===== src/stes_pkg.sv =====
// Shared types, widths and small decode functions for the space truss element stiffness block.
// Used by every module of the block; depends on nothing.
package stes_pkg;

  localparam int AXES          = 3;
  localparam int DOF           = 2 * AXES;
  localparam int COORD_W       = 32;
  localparam int U_W           = 33;
  localparam int SUM_W         = 66;
  localparam int LEN_W         = 33;
  localparam int COS_W         = 25;
  localparam int COS_FRAC      = 24;
  localparam int MOD_W         = 48;
  localparam int AREA_W        = 32;
  localparam int PROD_W        = 80;
  localparam int NUM_W         = 88;
  localparam int STIFF_W       = 64;
  localparam int NODE_W        = 12;
  localparam int GDOF_W        = 14;
  localparam int PAIRS         = 6;
  localparam int QUEUE_DEPTH_DEF = 2;

  localparam logic [STIFF_W-1:0] POS_MAX = {1'b0, {(STIFF_W-1){1'b1}}};
  localparam logic [STIFF_W-1:0] NEG_MAX = {1'b1, {(STIFF_W-1){1'b0}}};
  localparam logic [2:0] LAST_DOF = 3'd5;

  // Everything the back end needs to expand one bar into its matrix entries.
  typedef struct packed {
    logic [AXES-1:0][COS_W-1:0] cosv;
    logic [AXES-1:0]            neg;
    logic [LEN_W-1:0]           len;
    logic [PROD_W-1:0]          prod;
    logic                       zero;
    logic [NODE_W-1:0]          node0;
    logic [NODE_W-1:0]          node1;
    logic [AXES-1:0]            fix0;
    logic [AXES-1:0]            fix1;
  } bar_t;

  // Node half of a local degree of freedom.
  function automatic logic dof_node(input logic [2:0] d);
    return (d >= 3'd3);
  endfunction

  // Axis of a local degree of freedom.
  function automatic logic [1:0] dof_axis(input logic [2:0] d);
    logic [2:0] t;
    t = (d >= 3'd3) ? d - 3'd3 : d;
    return t[1:0];
  endfunction

  // The cosine product table is symmetric, so six pairs cover all nine.
  function automatic logic [2:0] pair_index(input logic [1:0] a, input logic [1:0] b);
    logic [2:0] p;
    unique case ({a, b}) inside
      4'b0000:          p = 3'd0;
      4'b0001, 4'b0100: p = 3'd1;
      4'b0010, 4'b1000: p = 3'd2;
      4'b0101:          p = 3'd3;
      4'b0110, 4'b1001: p = 3'd4;
      4'b1010:          p = 3'd5;
      default:          p = 3'd0;
    endcase
    return p;
  endfunction

  function automatic logic [1:0] pair_first(input logic [2:0] p);
    logic [1:0] a;
    unique case (p) inside
      3'd0, 3'd1, 3'd2: a = 2'd0;
      3'd3, 3'd4:       a = 2'd1;
      default:          a = 2'd2;
    endcase
    return a;
  endfunction

  function automatic logic [1:0] pair_second(input logic [2:0] p);
    logic [1:0] b;
    unique case (p) inside
      3'd0:       b = 2'd0;
      3'd1, 3'd3: b = 2'd1;
      default:    b = 2'd2;
    endcase
    return b;
  endfunction

endpackage


===== src/stes_back.sv =====
// Back end: forms the six distinct stiffness magnitudes of a bar and streams its 36 entries.
// Depends on stes_pkg.
module stes_back (
  input  logic           clk,
  input  logic           rst_n,
  input  logic           bar_valid,
  output logic           bar_ready,
  input  stes_pkg::bar_t bar,
  output logic           out_valid,
  input  logic           out_ready,
  output logic [2:0]     out_local_row,
  output logic [2:0]     out_local_col,
  output logic [13:0]    out_global_row,
  output logic [13:0]    out_global_col,
  output logic           out_row_is_fixed,
  output logic           out_col_is_fixed,
  output logic signed [63:0] out_stiffness,
  output logic           out_zero_length,
  output logic           out_last_entry
);
  import stes_pkg::*;

  typedef enum logic [3:0] {
    B_IDLE = 4'b0001,
    B_MUL  = 4'b0010,
    B_DIV  = 4'b0100,
    B_EMIT = 4'b1000
  } bstate_t;

  bstate_t             state_r;
  bar_t                bar_r;
  logic [2:0]          pair_r;
  logic                ph_r;
  logic [1:0]          k_r;
  logic [127:0]        a_r, acc_r;
  logic [NUM_W-1:0]    dv_r, quo_r;
  logic [32:0]         drem_r;
  logic [6:0]          dcnt_r;
  logic [STIFF_W-1:0]  mag_r [PAIRS];
  logic [2:0]          row_r, col_r;
  logic                out_valid_r;

  logic [COS_W-1:0]    bsel;
  logic [127:0]        acc_nxt;
  logic                mul_done;
  logic [33:0]         dr2;
  logic                d_ge;
  logic [NUM_W-1:0]    quo_nxt;
  logic                sat;
  logic                out_adv;

  // Partial product of one 32-bit slice of the wide operand, placed at its weight.
  assign bsel     = ph_r ? bar_r.cosv[pair_second(pair_r)] : bar_r.cosv[pair_first(pair_r)];
  assign acc_nxt  = acc_r + (128'(a_r[{k_r, 5'b0} +: 32] * bsel) << {k_r, 5'b0});
  assign mul_done = ph_r ? (k_r == 2'd3) : (k_r == 2'd2);

  assign dr2     = {drem_r, dv_r[NUM_W-1]};
  assign d_ge    = (dr2 >= {1'b0, bar_r.len});
  assign quo_nxt = {quo_r[NUM_W-2:0], d_ge};
  assign sat     = (|quo_nxt[NUM_W-1:STIFF_W]) || (quo_nxt[STIFF_W-1:0] > NEG_MAX);

  assign out_adv   = !out_valid_r || out_ready;
  assign bar_ready = (state_r == B_IDLE);
  assign out_valid = out_valid_r;

  // One matrix entry from the current row and column.
  logic                rn, cn, neg_e;
  logic [1:0]          ra, ca;
  logic [STIFF_W-1:0]  m, val;
  logic [NODE_W-1:0]   nr, nc;

  always_comb begin
    rn    = dof_node(row_r);
    cn    = dof_node(col_r);
    ra    = dof_axis(row_r);
    ca    = dof_axis(col_r);
    m     = bar_r.zero ? '0 : mag_r[pair_index(ra, ca)];
    neg_e = (bar_r.neg[ra] ^ bar_r.neg[ca]) ^ (rn ^ cn);
    if (neg_e) val = '0 - m;
    else       val = m[STIFF_W-1] ? POS_MAX : m;
    nr    = rn ? bar_r.node1 : bar_r.node0;
    nc    = cn ? bar_r.node1 : bar_r.node0;
  end

  always_ff @(posedge clk) begin
    if (!rst_n) begin
      state_r     <= B_IDLE;
      out_valid_r <= 1'b0;
    end else begin
      // While streaming, the output register is refilled whenever it drains.
      if (out_ready && state_r != B_EMIT) out_valid_r <= 1'b0;
      unique case (state_r)
        B_IDLE: begin
          if (bar_valid) begin
            bar_r   <= bar;
            pair_r  <= '0;
            ph_r    <= 1'b0;
            k_r     <= '0;
            a_r     <= 128'(bar.prod);
            acc_r   <= '0;
            state_r <= B_MUL;
          end
        end
        B_MUL: begin
          if (mul_done && ph_r) begin
            dv_r    <= acc_nxt[127:40];
            quo_r   <= '0;
            drem_r  <= '0;
            dcnt_r  <= 7'(NUM_W - 1);
            state_r <= B_DIV;
          end else if (mul_done) begin
            ph_r  <= 1'b1;
            k_r   <= '0;
            a_r   <= acc_nxt;
            acc_r <= '0;
          end else begin
            acc_r <= acc_nxt;
            k_r   <= k_r + 2'd1;
          end
        end
        B_DIV: begin
          drem_r <= d_ge ? 33'(dr2 - {1'b0, bar_r.len}) : 33'(dr2);
          quo_r  <= quo_nxt;
          dv_r   <= {dv_r[NUM_W-2:0], 1'b0};
          dcnt_r <= dcnt_r - 7'd1;
          if (dcnt_r == '0) begin
            mag_r[pair_r] <= sat ? NEG_MAX : quo_nxt[STIFF_W-1:0];
            if (pair_r == 3'(PAIRS - 1)) begin
              row_r   <= '0;
              col_r   <= '0;
              state_r <= B_EMIT;
            end else begin
              pair_r  <= pair_r + 3'd1;
              ph_r    <= 1'b0;
              k_r     <= '0;
              a_r     <= 128'(bar_r.prod);
              acc_r   <= '0;
              state_r <= B_MUL;
            end
          end
        end
        B_EMIT: begin
          if (out_adv) begin
            out_valid_r      <= 1'b1;
            out_local_row    <= row_r;
            out_local_col    <= col_r;
            out_global_row   <= GDOF_W'({nr, 1'b0}) + GDOF_W'(nr) + GDOF_W'(ra);
            out_global_col   <= GDOF_W'({nc, 1'b0}) + GDOF_W'(nc) + GDOF_W'(ca);
            out_row_is_fixed <= rn ? bar_r.fix1[ra] : bar_r.fix0[ra];
            out_col_is_fixed <= cn ? bar_r.fix1[ca] : bar_r.fix0[ca];
            out_stiffness    <= val;
            out_zero_length  <= bar_r.zero;
            out_last_entry   <= (row_r == LAST_DOF) && (col_r == LAST_DOF);
            if (col_r == LAST_DOF) begin
              col_r <= '0;
              row_r <= row_r + 3'd1;
              if (row_r == LAST_DOF) state_r <= B_IDLE;
            end else begin
              col_r <= col_r + 3'd1;
            end
          end
        end
        default: state_r <= B_IDLE;
      endcase
    end
  end

endmodule


===== config.mk =====
export PLATFORM = sky130hd
export DESIGN_NAME = stes_back
export DESIGN_NICKNAME = d
export VERILOG_FILES = /design/src/stes_pkg.sv /design/src/stes_back.sv
export SDC_FILE = /design/constraint.sdc
export NUM_CORES = 2
export LEC_CHECK = 0
export BUFFER_PORTS_ARGS = -buffer_cell sky130_fd_sc_hd__buf_2
export CELL_PAD_IN_SITES_DETAIL_PLACEMENT = 0
export CELL_PAD_IN_SITES_GLOBAL_PLACEMENT = 1
export CORE_UTILIZATION = 34
export DETAILED_ROUTE_END_ITERATION = 8
export GPL_TIMING_DRIVEN = 0
export PLACE_DENSITY = 0.61
export SLEW_MARGIN = 15
export SYNTH_ARGS = -nofsm -noshare
export SYNTH_HDL_FRONTEND = slang
export SYNTH_SLANG_ARGS = --single-unit
export TNS_END_PERCENT = 1

===== constraint.sdc =====
create_clock -name clk -period 83.1 [get_ports clk]
set_input_delay 4.155 -clock clk [delete_from_list [all_inputs] [get_ports clk]]
set_output_delay 4.155 -clock clk [all_outputs]
set_load 0.05 [all_outputs]

==> summary.md <==
| Metric | Value |
|---|---|
| Routed wire length | 356900 µm |
| Initial Util | 34.19% |
| Final Critical Period | 18.52 ns |
| # setup viols final | 0 |
| CP Capture Type | register |
| CP max stage delay | 0.91 ns |
| Library cells used by synthesis | 103 |
| Area added between synthesis and finish | 14.23% |
| CP most frequent cell | fa_1 |
| Vias in the first global route | 67910 |
| FMAX | 54.01 MHz |
| Global route overflow | 0 |
| Die width | 507.6 µm |
| Post-synth top area share | 41.15% |
| Global-route wire length before repair | 501800 µm |
| Commonest cells after routing, fill and taps aside | edfxtp_1 (1191), inv_1 (899), nand2_1 (899) |
| Antenna violation net count after detailed routing | 0 |
| First DRT Iteration DRCs | 7130 |
| Seq/Total Area, Yosys | 41.27% |
| Reg area | 0.03586 mm² |
| Clk Latency, worst-skew pair | 0.87 ns |
| Port Buffer Count | 329 |
| Die span in y | 507.6 µm |
| DR top layer | met5 |
| Critical Path Slowest Stage Cell | a31oi_1 |
| Status | complete, no violations |
| Maximum fanout along the worst path | 10 |
| CTS tree | done |
| Period utilization | 22.28% |
| Least-Margin Pin Slew | 1.457 ns |
| Final hold viol count | 0 |
| Routed met1 length | 154000 µm |
| Antenna violations before repair | 24 |
| Met2 routed WL | 161300 µm |
| Proportion of layout cells with a drive suffix above 1 | 9.789% |
| I/O pin count | 330 |
| CP Launch Type | register |
| H-tree Lvls | 4 |
| Post-Syn Instances | 8379 |
| Cell family with most CP delay | compound AO/OA/AOI/OAI gates |
| Routed vias | 68320 |
| Footprint of the multi-input gates | 0.04618 mm² |
| Fin util | 39.06% |
| Die ar. | 0.2576 mm² |
| Total of max-cap violations | 0 |
| Clock Pin Slew Worst Setup and Hold Paths | 0.06 ns |
| Tightest Hold Check Type | register to register |
| Critical path type | register to register |
| Synth Area per Inst | 10.37 µm² |
| Area of the core | 0.2542 mm² |
| Syn Nets | 9711 |
| Final Skew | 0.1010 ns |
| Synth warn | 0 |
| Pin count of the biggest net entering global routing | 68 |
| Fin. max-slew vios | 0 |
| GPL Wtd Cong | 0.9441 |
| Most common cell after layout, fill and taps aside | edfxtp_1 |
| Crit path buf inv count | 10 |
| Seq cells post-synth | 1196 |
| Slew margin rel. | 2.567% |
| Final setup TNS | 0 ns |
| Worst Path Required | 83.54 ns |
| Clock buffer count from CTS | 144 |
| RSZ-0062 raised after global routing | false |
| GRT Total Usage | 27.40% |
| Main synth FF type | edfxtp_1 |
| Detailed Routing Iterations Pass 1 | 8 |
| Via/cell ratio | 5.477 |
| Placed wire-length estimate | 284700 µm |
| CTS root buf | clkbuf_16 |
| Critical Path AT | 18.95 ns |
| Ranking of synthesized cells by area | edfxtp_1 (41%), fa_1 (16%), ha_1 (5.9%) |
| Clock sinks | 1196 |
| Filler cells | 25200 |
| Final nets | 10320 |
| WL/cell | 28.61 µm |
| Cts-stage hold buffer count | 0 |
| Met3 wire len | 25240 µm |
| Post-CTS Setup Inserts | 0 |
| Leading area contributor after synthesis | edfxtp_1 |
| Async S/R FF share, synth | 0% |
| Site Rows | 185 |
| Post-cts sizing count | 0 |
| Drc violations | 0 |
| EDFF count, synth | 1191 |
| Syn Std Cell Area | 0.08691 mm² |
| Clock buffer depth | 3 |
sequential cells by signal, indices dropped and copies added (netlist names), 4 cells and up:
register	flops
mag_r	384
bar_r	222
a_r	128
acc_r	128
dv_r	88
quo_r	87
out_stiffness	64
drem_r	33
out_global_col	14
out_global_row	14
dcnt_r	7
state_r	4
synth_stat cells, types with 52 or more instances:
cell type,instances
fa_1,693
xnor2_1,171
nand2_1,899
o22ai_1,59
edfxtp_1,1191
o21ai_0,426
mux2_2,59
nand2b_1,66
nor2_1,894
clkbuf_1,391
and2_1,204
a31oi_1,57
nor3_1,79
xor2_1,92
o21bai_1,67
a21o_1,144
nand3_1,97
mux2i_1,134
o211ai_1,52
a21oi_1,391
nand4_1,86
inv_1,899
ha_1,413
a22oi_1,129
o21a_1,69
cell type report:
type | count | area share, %
multi-input combinational | 5832 | 46.52
sequential | 1196 | 36.13
tap | 3366 | 4.242
clock buffer | 162 | 3.698
inverter | 902 | 3.411
timing repair buffer | 459 | 2.990
buffer | 449 | 1.826
clock inverter | 102 | 1.170
antenna | 6 | 0.01512
routing by layer:
layer	global-route usage, %	vias up
li1	-	30170
met1	37.66	34760
met2	43.18	2872
met3	4.099	512
met4	11.20	4
met5	0	-
worst min-delay path, delay by kind of cell (launching register included):
kind / cells / cell delay (ns)
AOI/OAI and AO/OA: 1 / 0.06
DFF: 1 / 0.33
and+or+nand+nor: 1 / 0.04
logic make-up (layout without fill, tap and decap cells):
| family | Yosys count | in the layout | synth area share, % |
|---|---|---|---|
| AND/OR/NAND/NOR | 2536 | 2536 | 13.07 |
| buffers and inverters | 1351 | 2074 | 5.966 |
| multiplexers | 198 | 198 | 2.388 |
| AO/OA/AOI/OAI | 1729 | 1729 | 12.74 |
| XOR/XNOR | 263 | 263 | 2.650 |
| flip-flops | 1196 | 1196 | 41.27 |
| other | 0 | 6 | 0 |
| adder cells (fa/ha/maj) | 1106 | 1106 | 21.91 |
path summary, 6_finish.rpt:
| check | slack, ns | depth (start not counted) | end | startpoint |
|---|---|---|---|---|
| max | 64.58 | 45 | dv_r[87] | k_r[0] |
| min | 0.51 | 2 | dv_r[2] | dv_r[1] |
| max reg2reg | 64.58 | 45 | dv_r[87] | k_r[0] |
| min reg2reg | 0.51 | 2 | dv_r[2] | dv_r[1] |
stage by stage:
stage,worst slack (ns),instances,hold slack [ns],area (µm²)
6_report,64.58,12470,0.5122,99270
5_1_grt,64.55,12470,0.5401,99260
4_1_cts,65.05,12470,0.5125,99210
3_5_place_dp,65.11,12200,0.5141,94380
3_3_place_gp,35.70,12070,0.5042,92770
2_1_floorplan,53.81,8379,0.4643,86910
Power is left out: the tool's default activity adds up to more than one toggle a clock period on the data nets, which glitch-free logic cannot reach.
