===== src/stes_pkg.sv =====
// Shared types, widths and small decode functions for the space truss element stiffness block.
// Used by every module of the block; depends on nothing.
package stes_pkg;

  localparam int AXES          = 3;
  localparam int DOF           = 2 * AXES;
  localparam int COORD_W       = 32;
  localparam int U_W           = 33;
  localparam int SUM_W         = 66;
  localparam int LEN_W         = 33;
  localparam int COS_W         = 25;
  localparam int COS_FRAC      = 24;
  localparam int MOD_W         = 48;
  localparam int AREA_W        = 32;
  localparam int PROD_W        = 80;
  localparam int NUM_W         = 88;
  localparam int STIFF_W       = 64;
  localparam int NODE_W        = 12;
  localparam int GDOF_W        = 14;
  localparam int PAIRS         = 6;
  localparam int QUEUE_DEPTH_DEF = 2;

  localparam logic [STIFF_W-1:0] POS_MAX = {1'b0, {(STIFF_W-1){1'b1}}};
  localparam logic [STIFF_W-1:0] NEG_MAX = {1'b1, {(STIFF_W-1){1'b0}}};
  localparam logic [2:0] LAST_DOF = 3'd5;

  // Everything the back end needs to expand one bar into its matrix entries.
  typedef struct packed {
    logic [AXES-1:0][COS_W-1:0] cosv;
    logic [AXES-1:0]            neg;
    logic [LEN_W-1:0]           len;
    logic [PROD_W-1:0]          prod;
    logic                       zero;
    logic [NODE_W-1:0]          node0;
    logic [NODE_W-1:0]          node1;
    logic [AXES-1:0]            fix0;
    logic [AXES-1:0]            fix1;
  } bar_t;

  // Node half of a local degree of freedom.
  function automatic logic dof_node(input logic [2:0] d);
    return (d >= 3'd3);
  endfunction

  // Axis of a local degree of freedom.
  function automatic logic [1:0] dof_axis(input logic [2:0] d);
    logic [2:0] t;
    t = (d >= 3'd3) ? d - 3'd3 : d;
    return t[1:0];
  endfunction

  // The cosine product table is symmetric, so six pairs cover all nine.
  function automatic logic [2:0] pair_index(input logic [1:0] a, input logic [1:0] b);
    logic [2:0] p;
    unique case ({a, b}) inside
      4'b0000:          p = 3'd0;
      4'b0001, 4'b0100: p = 3'd1;
      4'b0010, 4'b1000: p = 3'd2;
      4'b0101:          p = 3'd3;
      4'b0110, 4'b1001: p = 3'd4;
      4'b1010:          p = 3'd5;
      default:          p = 3'd0;
    endcase
    return p;
  endfunction

  function automatic logic [1:0] pair_first(input logic [2:0] p);
    logic [1:0] a;
    unique case (p) inside
      3'd0, 3'd1, 3'd2: a = 2'd0;
      3'd3, 3'd4:       a = 2'd1;
      default:          a = 2'd2;
    endcase
    return a;
  endfunction

  function automatic logic [1:0] pair_second(input logic [2:0] p);
    logic [1:0] b;
    unique case (p) inside
      3'd0:       b = 2'd0;
      3'd1, 3'd3: b = 2'd1;
      default:    b = 2'd2;
    endcase
    return b;
  endfunction

endpackage


===== src/stes_queue.sv =====
// Short queue of prepared bars between the front end and the back end.
// Depends on stes_pkg.
module stes_queue #(
  parameter int DEPTH = stes_pkg::QUEUE_DEPTH_DEF
) (
  input  logic           clk,
  input  logic           rst_n,
  input  logic           wr_valid,
  output logic           wr_ready,
  input  stes_pkg::bar_t wr_data,
  output logic           rd_valid,
  input  logic           rd_ready,
  output stes_pkg::bar_t rd_data
);
  import stes_pkg::*;

  localparam int PTR_W = (DEPTH > 1) ? $clog2(DEPTH) : 1;
  localparam int CNT_W = $clog2(DEPTH + 1);

  bar_t               slot_r [DEPTH];
  logic [PTR_W-1:0]   wr_ptr_r, rd_ptr_r;
  logic [CNT_W-1:0]   count_r;
  logic               push, pop;

  assign wr_ready = (count_r != CNT_W'(DEPTH));
  assign rd_valid = (count_r != '0);
  assign push     = wr_valid && wr_ready;
  assign pop      = rd_valid && rd_ready;
  assign rd_data  = slot_r[rd_ptr_r];

  always_ff @(posedge clk) begin
    if (push) slot_r[wr_ptr_r] <= wr_data;
    if (!rst_n) begin
      wr_ptr_r <= '0;
      rd_ptr_r <= '0;
      count_r  <= '0;
    end else begin
      if (push) wr_ptr_r <= (wr_ptr_r == PTR_W'(DEPTH - 1)) ? '0 : wr_ptr_r + PTR_W'(1);
      if (pop)  rd_ptr_r <= (rd_ptr_r == PTR_W'(DEPTH - 1)) ? '0 : rd_ptr_r + PTR_W'(1);
      if (push && !pop)      count_r <= count_r + CNT_W'(1);
      else if (pop && !push) count_r <= count_r - CNT_W'(1);
    end
  end

  a_fill_tracks: assert property (@(posedge clk) disable iff (!rst_n)
    (push && !pop) |=> (count_r == $past(count_r) + CNT_W'(1)))
    else $error("queue fill count did not follow a push");

endmodule


===== config.mk =====
export PLATFORM = sky130hd
export DESIGN_NAME = stes_queue
export DESIGN_NICKNAME = d
export VERILOG_FILES = /design/src/stes_pkg.sv /design/src/stes_queue.sv
export SDC_FILE = /design/constraint.sdc
export NUM_CORES = 1
export LEC_CHECK = 0
export ABC_AREA = 1
export BUFFER_PORTS_ARGS = -buffer_cell sky130_fd_sc_hd__buf_2
export CAP_MARGIN = 15
export CORE_MARGIN = 8
export CORE_UTILIZATION = 50
export CTS_BUF_LIST = sky130_fd_sc_hd__clkbuf_16
export CTS_CLUSTER_SIZE = 12
export DETAILED_ROUTE_END_ITERATION = 16
export PLACE_DENSITY = 0.81
export SLEW_MARGIN = 20
export SYNTH_ARGS = -nofsm -noshare
export SYNTH_HDL_FRONTEND = slang
export SYNTH_SLANG_ARGS = --single-unit

===== constraint.sdc =====
create_clock -name clk -period 28.3 [get_ports clk]
set_input_delay 5.66 -clock clk [delete_from_list [all_inputs] [get_ports clk]]
set_output_delay 5.66 -clock clk [all_outputs]
set_load 0.03 [all_outputs]

==> results of run 1 <==
cell families after synthesis:
kind of cell             Yosys count
multiplexers                     222
AND/OR/NAND/NOR                   19
AO/OA/AOI/OAI                      4
flip-flops                       449
buffers and inverters             33
adder cells (fa/ha/maj)            1
stage by stage:
stage / util (%) / instances / setup WS [ns] / hold slack (ns) / cell area, µm²
3_5_place_dp: 58.61 / 1607 / 19.19 / 0.5019 / 19650
3_3_place_gp: 58.61 / 1607 / 19.26 / 0.4801 / 19650
6_report: 62.80 / 1688 / 19.21 / 0.5184 / 21060
5_1_grt: 62.78 / 1685 / 19.03 / 0.5552 / 21050
4_1_cts: 62.59 / 1680 / 18.59 / 0.5177 / 20990
2_1_floorplan: - / 728 / 12.53 / 0.4669 / 17050
metal layers:
layer | vias to the layer above | part of all wire [%]
li1 | 3848 | -
met1 | 4265 | 37
met2 | 409 | 51
met3 | 72 | 9.0
met4 | 8 | 2.6
met5 | - | 0.11
cell type report:
class / instances / area (µm²)
Sequential cell: 449 / 13440
Fill cell: 2350 / 12470
Multi-Input combinational cell: 246 / 3301
Timing Repair Buffer: 458 / 2380
Clock buffer: 47 / 1176
Tap cell: 448 / 560.5
Clock inverter: 26 / 160.2
Inverter: 8 / 30.03
Antenna cell: 6 / 15.01
state kept, by name, summed over array words and instances (netlist names), named ones only:
name,count
count_r,2
wr_ptr_r,1
slot_r,444
rd_ptr_r,1
worst max-delay path by stage:
stage | end | slack, ns | depth (start not counted)
floorplan | slot_r[0][0] | 12.53 | 2
global placement | rd_data[67] | 19.26 | 4
detailed placement | rd_data[96] | 19.19 | 4
CTS | rd_data[60] | 18.59 | 4
global route | rd_data[60] | 19.03 | 4
finish | rd_data[60] | 19.21 | 4
placed cells by master (no fill, tap or decap):
cell	count
bufinv_16	2
mux2_4	180
buf_16	2
nand3_1	1
clkinv_2	4
dfxtp_1	4
buf_2	449
diode_2	6
nand2_1	9
ha_1	1
nor2_4	2
clkbuf_16	47
o21ai_0	2
inv_1	21
buf_12	2
mux2_2	42
dfxtp_4	1
buf_4	5
o21a_1	1
nor2_1	6
a21oi_1	1
nand4_1	1
edfxtp_1	444
clkinv_1	6
inv_6	1
where the power goes:
part           internal, µW  total [µW]  leakage, µW  switching, µW
clock network           314         540     0.000706            225
registers               843         872      0.00418           28.5
logic                   220         599      0.00338            379
critical path: cells and delay by family (launching register included):
kind     cells  cell delay [ns]
mux          1             0.36
flops        1             0.61
buf+inv      3             1.80
==> tab_implementation.tex, run 1 <==
\begin{tabular}{lr}
\hline
Metric & Value \\
\hline
\multicolumn{2}{l}{\textbf{GRT}} \\
Met2 track utilization from global routing & 32.09\% \\
Total global routing overflow & 0 \\
Met3 layer usage reported by global route & 6.568\% \\
Peak-usage layer in the global routing report & met2 \\
Largest net degree at the start of global routing & 183 \\
Gr usage total & 18.30\% \\
Global-route wire length before repair & 56,320 µm \\
Number of global-route vias before repair & 9,326 \\
Met1 layer usage reported by global route & a little over 20\% \\
Antenna violations before repair & 10 \\
\multicolumn{2}{l}{\textbf{Cells and area}} \\
Area growth from synthesis to final layout & 23.50\% \\
Final net count & 1,436 \\
Fraction of final layout cells sized beyond drive strength 1 & around three fifths \\
\multicolumn{2}{l}{\textbf{Synthesis}} \\
Number of warning messages in the yosys log & 0 \\
Share of synthesized area spent on multiplexers & 18.62\% \\
Flip-flop and latch count after synthesis & 449 \\
Commonest register cell after synthesis & edfxtp\_1 \\
Compound-Gate Fraction of Synth Area & 0.1321\% \\
Largest cells by area after synthesis & edfxtp\_1 78\%, mux2\_4 16\%, mux2\_2 2.8\% \\
Fraction of registers with async set/reset & 0\% \\
Share of Yosys cell area claimed by the top area cell type & between 70\% and 80\% \\
Number of synthesized flops with an enable pin & between 400 and 500 \\
Basic-gate share of the synthesized area counting and, or, nand and nor cells & 0.4403\% \\
Post-synth cell types & 17 \\
Post-Syn Area & about 17,000 µm² \\
Post-Synthesis Net Count & 955 \\
Post-synthesis adder-cell area fraction & 0.07338\% \\
Sequential fraction of the synthesis area & around four fifths \\
Biggest area consumer among synthesized cells & edfxtp\_1 \\
Top post-synthesis cells by count & 444 x edfxtp\_1, 180 x mux2\_4, 42 x mux2\_2 \\
Gate count of the mapped netlist & roughly 730 \\
Largest family of logic cells by synthesized area & multiplexers \\
Average cell area after synthesis & 23.42 µm² \\
Cell with the most instances after synthesis & edfxtp\_1 \\
Parity-gate share of the synthesized area counting xor and xnor cells & 0\% \\
\multicolumn{2}{l}{\textbf{Routing}} \\
Routed length per placed instance & 22.84 µm \\
Routed wire length & approximately 39,000 µm \\
Post-detailed-route count of antenna-violating nets & 0 \\
Via count normalized by instance count & 5.096 \\
Post-route DRC & 0 \\
Overall via count from detail\_route & 8,602 \\
Total iterations of the first detailed-routing run & 4 \\
First-iteration detailed-routing DRC count & roughly 390 \\
\multicolumn{2}{l}{\textbf{Power and ir drop}} \\
Maximum ir drop on the vdd rail & 77.71 µV \\
Total Power Consumption & 2010 µW \\
Leak Pwr & 0.008265 µW \\
Power density normalized to cell area & 95.46 nW/µm² \\
\multicolumn{2}{l}{\textbf{STA}} \\
Final period utilization & 32.12\% \\
Worst-case clock skew & $\sim$0.015 ns \\
Count of pins over their slew limit & 0 \\
Setup repair after global routing missed its margin & false \\
Relative max-transition margin & between 15 and 20\% \\
Max Clk Rate & 0.1100 GHz \\
Final Hold Violating Endpoints & 0 \\
Slew at the pin closest to its max-slew limit & 1.255 ns \\
Sum Neg Setup Slack & 0 ns \\
Final setup viols & 0 \\
Post-layout min period & 9.089 ns \\
\multicolumn{2}{l}{\textbf{Critical path}} \\
Critical path class & flop to primary output \\
Worst path arrival time & 3.43 ns \\
Critical path's slowest cell & buf\_4 \\
Worst r2r path cells & 5 \\
Crit Reg-Reg Endpoint & slot\_r[0][218] \\
Sort of element at the start of the critical path & flop \\
Largest fanout of any net on the critical path & 59 \\
Chain of cells forming the critical path & buf\_4, buf\_4, mux2\_4, buf\_2 \\
R2R Path Start & count\_r[0] \\
Data required time of the worst path & 22.64 ns \\
Crit-path max cell delay & around 0.88 ns \\
Most frequent CP cell & buf\_4 \\
Endpoint type of the worst setup path & primary output \\
Setup slack of the worst register-to-register path & 26.03 ns \\
\multicolumn{2}{l}{\textbf{CTS}} \\
Clock tree from TritonCTS & yes \\
Post CTS Setup Buffer Count & 0 \\
Bufs on Longest Clock Path & 3 \\
Number of gates resized after cts & 0 \\
CTS Buf Count & 46 \\
\# hold bufs at CTS & 0 \\
Root buf cell & clkbuf\_16 \\
Sink Count & 449 \\
Post-CTS clock slew at the launch and capture registers of the worst setup and hold paths & 0.06 ns \\
Latest clock arrival within the worst-skew pair & 0.53 ns \\
Clock H-tree levels & 2 \\
\multicolumn{2}{l}{\textbf{Die}} \\
Die height & 200.7 µm \\
Number of top-level pins & 450 \\
Standard cell core area & roughly 34,000 µm² \\
Initial core utilization & 50.85\% \\
Die outline width & 200.7 µm \\
Count of standard-cell rows & 67 \\
Die footprint & around 40,000 µm² \\
\multicolumn{2}{l}{\textbf{Placement}} \\
RD Place Congestion & 0.8287 \\
Quantity of I/O buffers inserted on ports & $\sim$450 \\
Detailed-placement wirelength estimate & 26,720 µm \\
\multicolumn{2}{l}{\textbf{Hold path}} \\
Instance count along the most critical hold path & 2 \\
Worst min path class & flop to flop \\
Start point of the worst hold path & rd\_ptr\_r \\
Endpoint with the worst hold slack & rd\_ptr\_r \\
\multicolumn{2}{l}{\textbf{Outcome}} \\
Result of the run & completed \\
\multicolumn{2}{l}{\textbf{Run}} \\
Max-cap check violation count & 0 \\
\hline
\end{tabular}
No activity file was read; power rests on OpenSTA's default activity.
==> run 2: changes to the inputs <==
Settings changed: ABC_AREA 1 to 0.
Clock period 28.3 ns to 9 ns, I/O delays scaled along.
==> run 2 against run 1 <==
  * Global-route usage down 0.28 points
  * Utilization down 0.13 points
  * Power rose to 3.2 times the previous value
  * Die area about the same
  * Critical path type unchanged
  * Critical endpoint is now rd_data[61]
  * Largest cell class unchanged
==> tab_implementation.tex, run 2 <==
\begin{tabular}{lr}
\hline
Metric & Value \\
\hline
\multicolumn{2}{l}{\textbf{Outcome}} \\
Result of the run & completed \\
\multicolumn{2}{l}{\textbf{Synthesis}} \\
Gate count of the mapped netlist & 715 (-1.8\%) \\
Number of warning messages in the yosys log & 0 (unchanged) \\
Largest cells by area after synthesis & edfxtp\_1 78\%, mux2\_4 16\%, mux2\_2 2.8\% \\
Share of Yosys cell area claimed by the top area cell type & 78.18\% (about the same) \\
Sequential fraction of the synthesis area & 78.77\% (about the same) \\
Average cell area after synthesis & 23.85 µm² (+1.8\%) \\
Flip-flop and latch count after synthesis & 449 (unchanged) \\
Cell with the most instances after synthesis & edfxtp\_1 \\
Post-Syn Area & 17,050 µm² (about the same) \\
Post-Synthesis Net Count & 942 (-1.4\%) \\
Top post-synthesis cells by count & 444 x edfxtp\_1, 180 x mux2\_4, 42 x mux2\_2 \\
Fraction of registers with async set/reset & 0\% (unchanged) \\
Number of synthesized flops with an enable pin & 444 (unchanged) \\
Commonest register cell after synthesis & edfxtp\_1 \\
Biggest area consumer among synthesized cells & edfxtp\_1 \\
Post-synth cell types & 23 (+6) \\
\multicolumn{2}{l}{\textbf{Die}} \\
Count of standard-cell rows & 67 (unchanged) \\
Die outline width & 200.7 µm (about the same) \\
Die footprint & 40,270 µm² (about the same) \\
Die height & 200.7 µm (about the same) \\
Number of top-level pins & 450 (unchanged) \\
Standard cell core area & 33,530 µm² (unchanged) \\
Initial core utilization & 50.86\% (about the same) \\
\multicolumn{2}{l}{\textbf{Power and ir drop}} \\
Power density normalized to cell area & 307.2 nW/µm² (+220\%) \\
Maximum ir drop on the vdd rail & 391.6 µV (+400\%) \\
Sw power & 2069 µW (+230\%) \\
Total Power Consumption & 6456 µW (+220\%) \\
Combinational cell fraction of total power & 31.6\% (+1.8 points) \\
Leak Pwr & 0.008221 µW (-0.53\%) \\
Power Internal & 4387 µW (+220\%) \\
Switching Fraction & 32.04\% (+0.58 points) \\
Share of power burned in the clock network & 26.5\% (-0.4 points) \\
Part of the power in registers & 41.9\% (-1.5 points) \\
\multicolumn{2}{l}{\textbf{STA}} \\
Worst-case clock skew & 0.01352 ns (-0.001144 ns) \\
Final setup viols & 0 (unchanged) \\
Relative max-transition margin & 26.07\% (+9.7 points) \\
Post-layout min period & 4.533 ns \\
Sum Neg Setup Slack & 0 ns (unchanged) \\
Count of pins over their slew limit & 0 (unchanged) \\
Max Clk Rate & around 0.22 GHz \\
Final period utilization & 50.37\% \\
Slew at the pin closest to its max-slew limit & 1.109 ns (-0.1460 ns) \\
Final Hold Violating Endpoints & 0 (unchanged) \\
Setup repair after global routing missed its margin & false \\
\multicolumn{2}{l}{\textbf{Routing}} \\
Overall via count from detail\_route & 8,435 (-1.9\%) \\
Via count normalized by instance count & 5.033 (-1.2\%) \\
Post-route DRC & 0 (unchanged) \\
First-iteration detailed-routing DRC count & 415 (+7.8\%) \\
Total iterations of the first detailed-routing run & 5 (+1) \\
Routed wire length & 37,680 µm (-2.3\%) \\
Routed length per placed instance & 22.48 µm (-1.6\%) \\
Post-detailed-route count of antenna-violating nets & 0 (unchanged) \\
\multicolumn{2}{l}{\textbf{Cells and area}} \\
Layout Cell Area excl Fill & 21,020 µm² (-0.20\%) \\
Top flop regs & slot\_r (444), count\_r (2) \\
Number of flip-flops under the largest register name & 444 (unchanged) \\
Most flop-heavy register & slot\_r \\
Most common cell after layout, fill and taps aside & buf\_2 \\
Final net count & 1,421 (-1.0\%) \\
Area growth from synthesis to final layout & 23.24\% \\
Commonest cells after routing, fill and taps aside & 449 x buf\_2, 444 x edfxtp\_1, 180 x mux2\_4, 49 x clkbuf\_16, 42 x mux2\_2 \\
Fraction of final layout cells sized beyond drive strength 1 & 60.44\% (+0.72 points) \\
Number of cells in the finished layout apart from fillers & 1,676 (-0.71\%) \\
\multicolumn{2}{l}{\textbf{GRT}} \\
Largest net degree at the start of global routing & 139 (-24\%) \\
Antenna violations before repair & 13 (+3) \\
Global-route wire length before repair & 55,630 µm (-1.2\%) \\
Number of global-route vias before repair & 9,183 (-1.5\%) \\
Gr usage total & 18.03\% (-0.28 points) \\
Total global routing overflow & 0 (unchanged) \\
\multicolumn{2}{l}{\textbf{CTS}} \\
Post CTS Setup Buffer Count & 0 (unchanged) \\
Clock H-tree levels & 2 (unchanged) \\
CTS Buf Count & 46 (unchanged) \\
Sink Count & 449 (unchanged) \\
Clock tree from TritonCTS & yes \\
Post-CTS clock slew at the launch and capture registers of the worst setup and hold paths & 0.06 ns (about the same) \\
\# hold bufs at CTS & 0 (unchanged) \\
Root buf cell & clkbuf\_16 \\
Bufs on Longest Clock Path & 3 (unchanged) \\
Number of gates resized after cts & 0 (unchanged) \\
Latest clock arrival within the worst-skew pair & 0.54 ns (about the same) \\
\multicolumn{2}{l}{\textbf{Placement}} \\
Instance count after placement with tap cells included & 1,594 (-0.81\%) \\
RD Place Congestion & 0.7721 (-6.8\%) \\
Quantity of I/O buffers inserted on ports & 449 (unchanged) \\
Dpl cell area & 19,640 µm² (about the same) \\
Detailed-placement wirelength estimate & 26,150 µm (-2.1\%) \\
\multicolumn{2}{l}{\textbf{Hold path}} \\
Endpoint with the worst hold slack & count\_r[1] \\
Start point of the worst hold path & count\_r[1] \\
Worst min path class & flop to flop \\
Instance count along the most critical hold path & 2 (unchanged) \\
\multicolumn{2}{l}{\textbf{Critical path}} \\
Data required time of the worst path & 7.20 ns (-15.44 ns) \\
Setup slack of the worst register-to-register path & 5.86 ns (-20.17 ns) \\
Endpoint type of the worst setup path & primary output \\
Critical path class & flop to primary output \\
Sort of element at the start of the critical path & flop \\
Largest fanout of any net on the critical path & 59 (unchanged) \\
Worst r2r path cells & 4 (-1) \\
Crit Reg-Reg Endpoint & slot\_r[1][111] \\
Worst path arrival time & 2.73 ns (-0.70 ns) \\
R2R Path Start & count\_r[0] \\
\multicolumn{2}{l}{\textbf{Run}} \\
Max-cap check violation count & 0 (unchanged) \\
\hline
\end{tabular}
[run 2: worst max path at each step]
| stage | from | to | depth (start not counted) |
|---|---|---|---|
| final | flop | rd_data[61] | 3 |
| after floorplan | wr_valid | slot_r[1][0] | 1 |
| after global routing | flop | rd_data[61] | 3 |
| after CTS | flop | rd_data[61] | 3 |
| after detailed placement | wr_valid | slot_r[1][29] | 4 |
| after global placement | wr_valid | slot_r[1][29] | 4 |
[run 2: layout make-up]
cell class              instances  area, µm²
flip-flops and latches        449      13440
fillers                      2357      12520
multi-input cells             240       3319
repair buffers                456       2312
clock buffers                  49       1226
well taps                     448      560.5
clock inverters                26      132.6
diodes                          7      17.52
inverters                       1      11.26
[run 2: per-stage QoR]
stage	worst slack (ns)	hold slack [ns]	utilization, %
3_5_place_dp	4.550	0.5581	58.57
5_1_grt	4.359	0.6055	62.66
2_1_floorplan	1.474	0.5124	-
6_report	4.467	0.5671	62.68
4_1_cts	4.462	0.5658	62.62
3_3_place_gp	4.559	0.5289	58.57
[run 2: per-layer routing]
| layer | vias to the layer above | track usage [%] | share of wire [%] |
|---|---|---|---|
| met3 | 68 | 6.600 | 9.0 |
| met5 | - | 0 | 0.25 |
| met4 | 14 | 5.808 | 2.4 |
| li1 | 3820 | - | - |
| met2 | 373 | 31.90 | 52 |
| met1 | 4160 | 19.94 | 36 |
[run 2: critical path, stage by stage (launching register included)]
cell and delay, ns:
dfxtp_4 0.63, buf_4 0.89, mux2_4 0.37, buf_2 0.18
[run 2: power groups by stage]
stage	logic, µW	registers [µW]	clock network (µW)
after CTS	2070	2710	1750
after global placement	2050	2730	0
after floorplan	1600	2760	0
after global routing	2140	2730	1830
after detailed placement	2060	2750	0
final	2040	2700	1710
[run 2: cell families after synthesis]
kind of cell | count (synthesis) | synth area share [%]
buffers and inverters | 26 | 1.797
xor gates and xnor gates | 3 | 0.1541
AOI/OAI and AO/OA | 5 | 0.2054
muxes | 222 | 18.62
DFF | 449 | 78.77
adders and majority gates | 1 | 0.07336
and+or+nand+nor | 9 | 0.3816
